===== src/pip_pkg.sv =====
// Shared types, codes and microcode ROM for the point-in-polygon block.
// No dependencies; used by the interfaces, sequencer, datapath and top level.
package pip_pkg;

  localparam int VIDX_W       = 4;  // vertex_index field
  localparam int VCNT_W       = 5;  // vertex_count register
  localparam int CCNT_W       = 5;  // crossing_count field
  localparam int MIN_VERTICES = 3;

  localparam logic REQ_LOAD  = 1'b0;
  localparam logic REQ_QUERY = 1'b1;

  localparam int UPC_W = 3;
  typedef logic [UPC_W-1:0] upc_t;

  typedef logic [1:0] ptr_op_t;
  localparam ptr_op_t PTR_HOLD = 2'd0;
  localparam ptr_op_t PTR_CLR  = 2'd1;
  localparam ptr_op_t PTR_INC  = 2'd2;

  typedef logic [2:0] dp_op_t;
  localparam dp_op_t OP_NONE  = 3'd0;
  localparam dp_op_t OP_FIRST = 3'd1;
  localparam dp_op_t OP_SETUP = 3'd2;
  localparam dp_op_t OP_MUL   = 3'd3;
  localparam dp_op_t OP_ACC   = 3'd4;
  localparam dp_op_t OP_EMIT  = 3'd5;

  typedef logic [2:0] jmp_t;
  localparam jmp_t J_NEXT    = 3'd0;  // fall through
  localparam jmp_t J_START   = 3'd1;  // to target on query, else hold
  localparam jmp_t J_DECIDED = 3'd2;  // to target when edge is settled without multiply
  localparam jmp_t J_MORE    = 3'd3;  // to target while edges remain
  localparam jmp_t J_OUTFREE = 3'd4;  // to target when result register free, else hold

  localparam upc_t U_IDLE  = 3'd0;
  localparam upc_t U_FIRST = 3'd1;
  localparam upc_t U_SETUP = 3'd2;
  localparam upc_t U_MUL   = 3'd3;
  localparam upc_t U_ACC   = 3'd4;
  localparam upc_t U_EMIT  = 3'd5;

  typedef struct packed {
    logic    rd_en;
    ptr_op_t ptr_op;
    dp_op_t  dp_op;
    jmp_t    jmp;
    upc_t    target;
  } ucode_t;

  // sequencer -> datapath
  typedef struct packed {
    dp_op_t op;
    logic   last;   // closing edge, second vertex is vertex zero
  } dp_ctrl_t;

  // conditions seen by the sequencer
  typedef struct packed {
    logic start;
    logic decided;
    logic out_free;
  } seq_stat_t;

  function automatic ucode_t ucode_rom(input upc_t upc);
    ucode_t w;
    unique case (upc)
      U_IDLE:  w = '{rd_en: 1'b1, ptr_op: PTR_CLR,  dp_op: OP_NONE,  jmp: J_START,
                     target: U_FIRST};
      U_FIRST: w = '{rd_en: 1'b1, ptr_op: PTR_INC,  dp_op: OP_FIRST, jmp: J_NEXT,
                     target: U_SETUP};
      U_SETUP: w = '{rd_en: 1'b0, ptr_op: PTR_HOLD, dp_op: OP_SETUP, jmp: J_DECIDED,
                     target: U_ACC};
      U_MUL:   w = '{rd_en: 1'b0, ptr_op: PTR_HOLD, dp_op: OP_MUL,   jmp: J_NEXT,
                     target: U_ACC};
      U_ACC:   w = '{rd_en: 1'b1, ptr_op: PTR_INC,  dp_op: OP_ACC,   jmp: J_MORE,
                     target: U_SETUP};
      U_EMIT:  w = '{rd_en: 1'b0, ptr_op: PTR_HOLD, dp_op: OP_EMIT,  jmp: J_OUTFREE,
                     target: U_IDLE};
      default: w = '{rd_en: 1'b0, ptr_op: PTR_CLR,  dp_op: OP_NONE,  jmp: J_NEXT,
                     target: U_IDLE};
    endcase
    return w;
  endfunction

endpackage


===== src/pip_dpath.sv =====
// Edge-evaluation datapath: orders an edge, decides it by sign where it can,
// otherwise compares two products; keeps the crossing count. Depends on pip_pkg.
module pip_dpath #(
  parameter int COORD_BITS   = 16,
  parameter int MAX_VERTICES = 16,
  localparam int CB   = COORD_BITS,
  localparam int CNTW = $clog2(MAX_VERTICES + 1)
) (
  input  logic                    clk,
  input  pip_pkg::dp_ctrl_t       ctrl,
  input  logic                    q_load,
  input  logic signed [CB-1:0]    q_x,
  input  logic signed [CB-1:0]    q_y,
  input  logic [2*CB-1:0]         rd_data,
  output logic                    decided,
  output logic [CNTW-1:0]         cnt
);

  logic signed [CB-1:0] px_r, py_r;
  logic signed [CB-1:0] first_x_r, first_y_r, prev_x_r, prev_y_r;
  logic                 skip_r, triv_r, tval_r, dneg_r;
  logic [CB-1:0]        mag_r, t_r, dy_r;
  logic [CB:0]          msel_r;
  logic [2*CB-1:0]      p1_r;
  logic [2*CB:0]        p2_r;
  logic [CNTW-1:0]      cnt_r;

  logic signed [CB-1:0] rd_x, rd_y, bx, by, lo_x, lo_y, hi_x, hi_y;
  logic signed [CB:0]   dx, dyw, tw, dd, dx_neg;
  logic signed [CB+1:0] e1;
  logic                 horiz, swap, in_rng, skip_c, triv_c, dneg_c;
  logic [CB-1:0]        mag_c, t_c, dy_c;
  logic [CB:0]          msel_c;
  logic                 hit;

  assign rd_x = rd_data[2*CB-1:CB];
  assign rd_y = rd_data[CB-1:0];

  always_comb begin
    bx     = ctrl.last ? first_x_r : rd_x;
    by     = ctrl.last ? first_y_r : rd_y;
    horiz  = (prev_y_r == by);
    swap   = (prev_y_r > by);
    lo_x   = swap ? bx : prev_x_r;
    lo_y   = swap ? by : prev_y_r;
    hi_x   = swap ? prev_x_r : bx;
    hi_y   = swap ? prev_y_r : by;
    in_rng = (py_r >= lo_y) && (py_r < hi_y);
    skip_c = horiz || !in_rng;

    dx     = (CB+1)'(hi_x) - (CB+1)'(lo_x);
    dx_neg = -dx;
    dyw    = (CB+1)'(hi_y) - (CB+1)'(lo_y);
    tw     = (CB+1)'(py_r) - (CB+1)'(lo_y);
    dd     = (CB+1)'(px_r) - (CB+1)'(lo_x);
    e1     = (CB+2)'(1) - (CB+2)'(dd);
    dneg_c = dx[CB];
    mag_c  = dneg_c ? CB'(dx_neg) : CB'(dx);
    dy_c   = CB'(dyw);
    t_c    = CB'(tw);
    // rising x: crossing iff mag*t >= d*dy (trivially true for d <= 0)
    // falling x: crossing iff mag*t < (1-d)*dy (trivially false for d > 0)
    triv_c = dneg_c ? (dd > 0) : (dd <= 0);
    msel_c = dneg_c ? (CB+1)'(e1) : (CB+1)'(dd);
  end

  assign decided = skip_c || triv_c;

  always_comb begin
    if (skip_r) begin
      hit = 1'b0;
    end else if (triv_r) begin
      hit = tval_r;
    end else if (dneg_r) begin
      hit = ({1'b0, p1_r} < p2_r);
    end else begin
      hit = ({1'b0, p1_r} >= p2_r);
    end
  end

  always_ff @(posedge clk) begin
    if (q_load) begin
      px_r <= q_x;
      py_r <= q_y;
    end
    case (ctrl.op)
      pip_pkg::OP_FIRST: begin
        first_x_r <= rd_x;
        first_y_r <= rd_y;
        prev_x_r  <= rd_x;
        prev_y_r  <= rd_y;
        cnt_r     <= '0;
      end
      pip_pkg::OP_SETUP: begin
        prev_x_r <= bx;
        prev_y_r <= by;
        skip_r   <= skip_c;
        triv_r   <= triv_c;
        tval_r   <= !dneg_c;
        dneg_r   <= dneg_c;
        mag_r    <= mag_c;
        t_r      <= t_c;
        dy_r     <= dy_c;
        msel_r   <= msel_c;
      end
      pip_pkg::OP_MUL: begin
        p1_r <= mag_r * t_r;
        p2_r <= msel_r * dy_r;
      end
      pip_pkg::OP_ACC: begin
        cnt_r <= cnt_r + CNTW'(hit);
      end
      default: begin
      end
    endcase
  end

  assign cnt = cnt_r;

endmodule


===== config.mk =====
export PLATFORM = sky130hd
export DESIGN_NAME = pip_dpath
export DESIGN_NICKNAME = d
export VERILOG_FILES = /design/src/pip_pkg.sv /design/src/pip_dpath.sv
export SDC_FILE = /design/constraint.sdc
export NUM_CORES = 2
export LEC_CHECK = 0
export ABC_AREA = 1
export ABC_CLOCK_PERIOD_IN_PS = 12090
export BUFFER_PORTS_ARGS = -buffer_cell sky130_fd_sc_hd__buf_4
export CORE_ASPECT_RATIO = 1.75
export CORE_MARGIN = 1
export CORE_UTILIZATION = 70
export DETAILED_ROUTE_END_ITERATION = 7
export PLACE_DENSITY = 0.88
export SETUP_SLACK_MARGIN = 0.5
export SLEW_MARGIN = 20
export SYNTH_ARGS = -nofsm -noshare
export SYNTH_HDL_FRONTEND = slang
export SYNTH_SLANG_ARGS = --single-unit

===== constraint.sdc =====
create_clock -name clk -period 12.09 [get_ports clk]
set_input_delay 1.8135 -clock clk [delete_from_list [all_inputs] [get_ports clk]]
set_output_delay 1.8135 -clock clk [all_outputs]
set_load 0.05 [all_outputs]

==> summary.txt <==
CTS
  • CTS H-tree lvls: 1
  • Max clock buf depth: 3
  • TritonCTS clock tree: built
  • Setup repair bufs after CTS: 0
  • Hold Buf Count CTS: 0
  • CTS root buf: clkbuf_16
  • Clock-pin slew on the worst setup and hold paths: 0.07 ns
  • Clock latency on the worst-skew pair: 0.55 ns
  • CTS sink cnt: 235
  • Post-CTS Resized: 0
  • Num CTS Buffers: 22

Logic synthesis
  • Sequential share of the synthesized area: 0.223
  • Mean post-synth cell area: 8.31 um2
  • Mapped Cells: 3810
  • Synthesis-stage register bit count: 235
  • Netlist cell types: 56
  • Share of synthesized registers carrying an async set or reset: 0
  • Post-synth top area share: 0.256
  • Top cells by count, synth: 1015 x nand2_1, 906 x inv_1, 404 x fa_1
  • Net Count, Synth: 4602
  • Synth warnings: 0
  • Mapped cell area: 31600 um2
  • Dominant cell type by area after synthesis: fa_1
  • Number of synthesized flops with an enable pin: 235
  • Count leader, synth: nand2_1
  • Top post-synthesis cells by area: fa_1 26%, edfxtp_1 22%, ha_1 13%
  • Dominant synthesized flop cell: edfxtp_1

Die
  • # IOs: 76
  • Die area: 46100 um2
  • Die H: 283 um
  • Die Width: 163 um
  • Core Area: 44400 um2
  • Starting Density: 0.713
  • Placement row count: 102

Global routing
  • Antenna violations before repair: 0
  • Vias in the first global route: 26870
  • First-pass GRT wire length: 125000 um
  • Largest net degree at the start of global routing: 66
  • Met2 Resource Use GR: 0.636
  • Met3 global-route usage: 0.0533
  • Gr busiest metal: met2
  • GRT Resource Usage Total: 0.349
  • Met1 usage: 0.348
  • GRT Residual Overflow: 0

Layout
  • Most flop-heavy register: p2_r
  • Biggest regs: p2_r: 33 flops, p1_r: 32 flops, msel_r: 17 flops
  • Layout cell share with drive strength beyond 1: 0.0528
  • Nets@finish: 4564
  • Area growth, synth to finish: 4.76%
  • Ant diodes: 0
  • Largest register FFs: 33

Worst setup path
  • Critical path type: in2out
  • R2r worst-path depth: 24
  • Worst Setup SP: ctrl[0]
  • RR Endpoint: p2_r[29]$_DFFE_PN_
  • CP most frequent cell: a21oi_1
  • Critical path arrival: 7.75 ns
  • Max FO, Critical Path: 49
  • Setup crit start kind: input pin
  • Crit path capture: decided
  • R2r setup slk: 5.00 ns
  • Start of the worst register-to-register path: dy_r[4]$_DFFE_PP_
  • Critical Path RT: 10.28 ns
  • Crit. End Element: primary output
  • Max stage delay on crit path: 0.46 ns
  • Slowest CP cell: nor2_1

Timing
  • Layout Skew: 0.0126 ns
  • Setup TNS: 0 ns
  • Slew HR: 0.299
  • Fmax: 105 MHz
  • Worst-margin pin slew: 1.05 ns
  • Final hold vios: 0
  • Setup violators final: 0
  • Post-route minimum period: 9.57 ns
  • RSZ-0062 raised after global routing: false
  • Final Max Slew Viols: 0
  • Period utilization: 0.791

Detailed routing
  • WL/cell: 17.6 um
  • Post-Route WL: 76800 um
  • Vias: 24817
  • Antenna-violating nets left: 0
  • Drt pass-1 iters: 6
  • Via density: 5.69
  • Initial DRC count: 1547
  • DRC Markers: 0

Flow run
  • Max-Cap Viols: 0

Min path
  • HP Class: reg2reg
  • Cell depth of the worst hold path: 2

Outcome
  • Status: finished, final reports clean

Placement
  • Hpwl dp: 61400 um
  • Routability cong.: 0.976
  • Port-buffer cells: 75
==> per-layer routing <==
metal  up-vias  share of wire
met5         -              0
met4         0          0.088
met3       456          0.066
met2      1090           0.53
met1     11795           0.32
li1      11476              -
==> worst max-delay path, delay by kind of cell <==
kind / cells / cell delay (ns)
xor gates and xnor gates: 1 / 0.11
adders and majority gates: 2 / 0.74
and+or+nand+nor: 7 / 1.23
buffers and inverters: 6 / 1.30
muxes: 1 / 0.39
AOI/OAI and AO/OA: 9 / 2.13
==> final cells by class <==
class,count,area [um2]
repair buffers,97,728
flip-flops and latches,235,7060
multi-input cells,2497,20500
inverters,919,3450
fillers,3099,11300
clock buffers,24,579
clock inverters,14,110
well taps,572,716
==> worst min-delay path by stage <==
stage	startpoint	end	slack (ns)
floorplan	first_y_r[10]$_DFFE_PP_	prev_y_r[10]$_DFFE_PP_	0.64
global placement	cnt[4]$_SDFFCE_PP0P_	cnt[4]$_SDFFCE_PP0P_	0.64
detailed placement	cnt[4]$_SDFFCE_PP0P_	cnt[4]$_SDFFCE_PP0P_	0.67
CTS	cnt[4]$_SDFFCE_PP0P_	cnt[4]$_SDFFCE_PP0P_	0.69
global route	cnt[2]$_SDFFCE_PP0P_	cnt[2]$_SDFFCE_PP0P_	0.73
finish	cnt[4]$_SDFFCE_PP0P_	cnt[4]$_SDFFCE_PP0P_	0.69
==> placed cells by master, fill, tap and decap left out, types with 23 or more instances in the layout <==
cell       instances
xor2_1            82
edfxtp_1         235
ha_1             318
nand4_1           23
a21oi_1          119
nor2_1            85
nand2_1         1015
clkbuf_16         23
buf_4             97
fa_1             404
nand3_1          105
o21ai_1           24
inv_1            906
o21ai_0          143
xnor2_1           38
==> cell families after synthesis <==
family                   after synthesis  synth area share
AND/OR/NAND/NOR                     1298             0.168
multiplexers                          15           0.00474
AO/OA/AOI/OAI                        340            0.0597
flip-flops                           235             0.223
adder cells (fa/ha/maj)              722             0.381
buffers and inverters               1078             0.129
XOR/XNOR                             122            0.0342
==> per-stage QoR <==
step | util | std cells | hold WS, ns | cell area, um2 | setup WS [ns]
6_report | 0.746 | 4358 | 0.690 | 33200 | 2.52
4_1_cts | 0.746 | 4358 | 0.689 | 33200 | 2.60
5_1_grt | 0.746 | 4358 | 0.731 | 33200 | 2.10
2_1_floorplan | - | 3810 | 0.638 | 31600 | 3.03
3_3_place_gp | 0.731 | 4320 | 0.640 | 32500 | 2.71
3_5_place_dp | 0.731 | 4320 | 0.668 | 32500 | 2.61
Power is left out: the tool's default activity adds up to more than one toggle a clock period on the data nets, which glitch-free logic cannot reach.
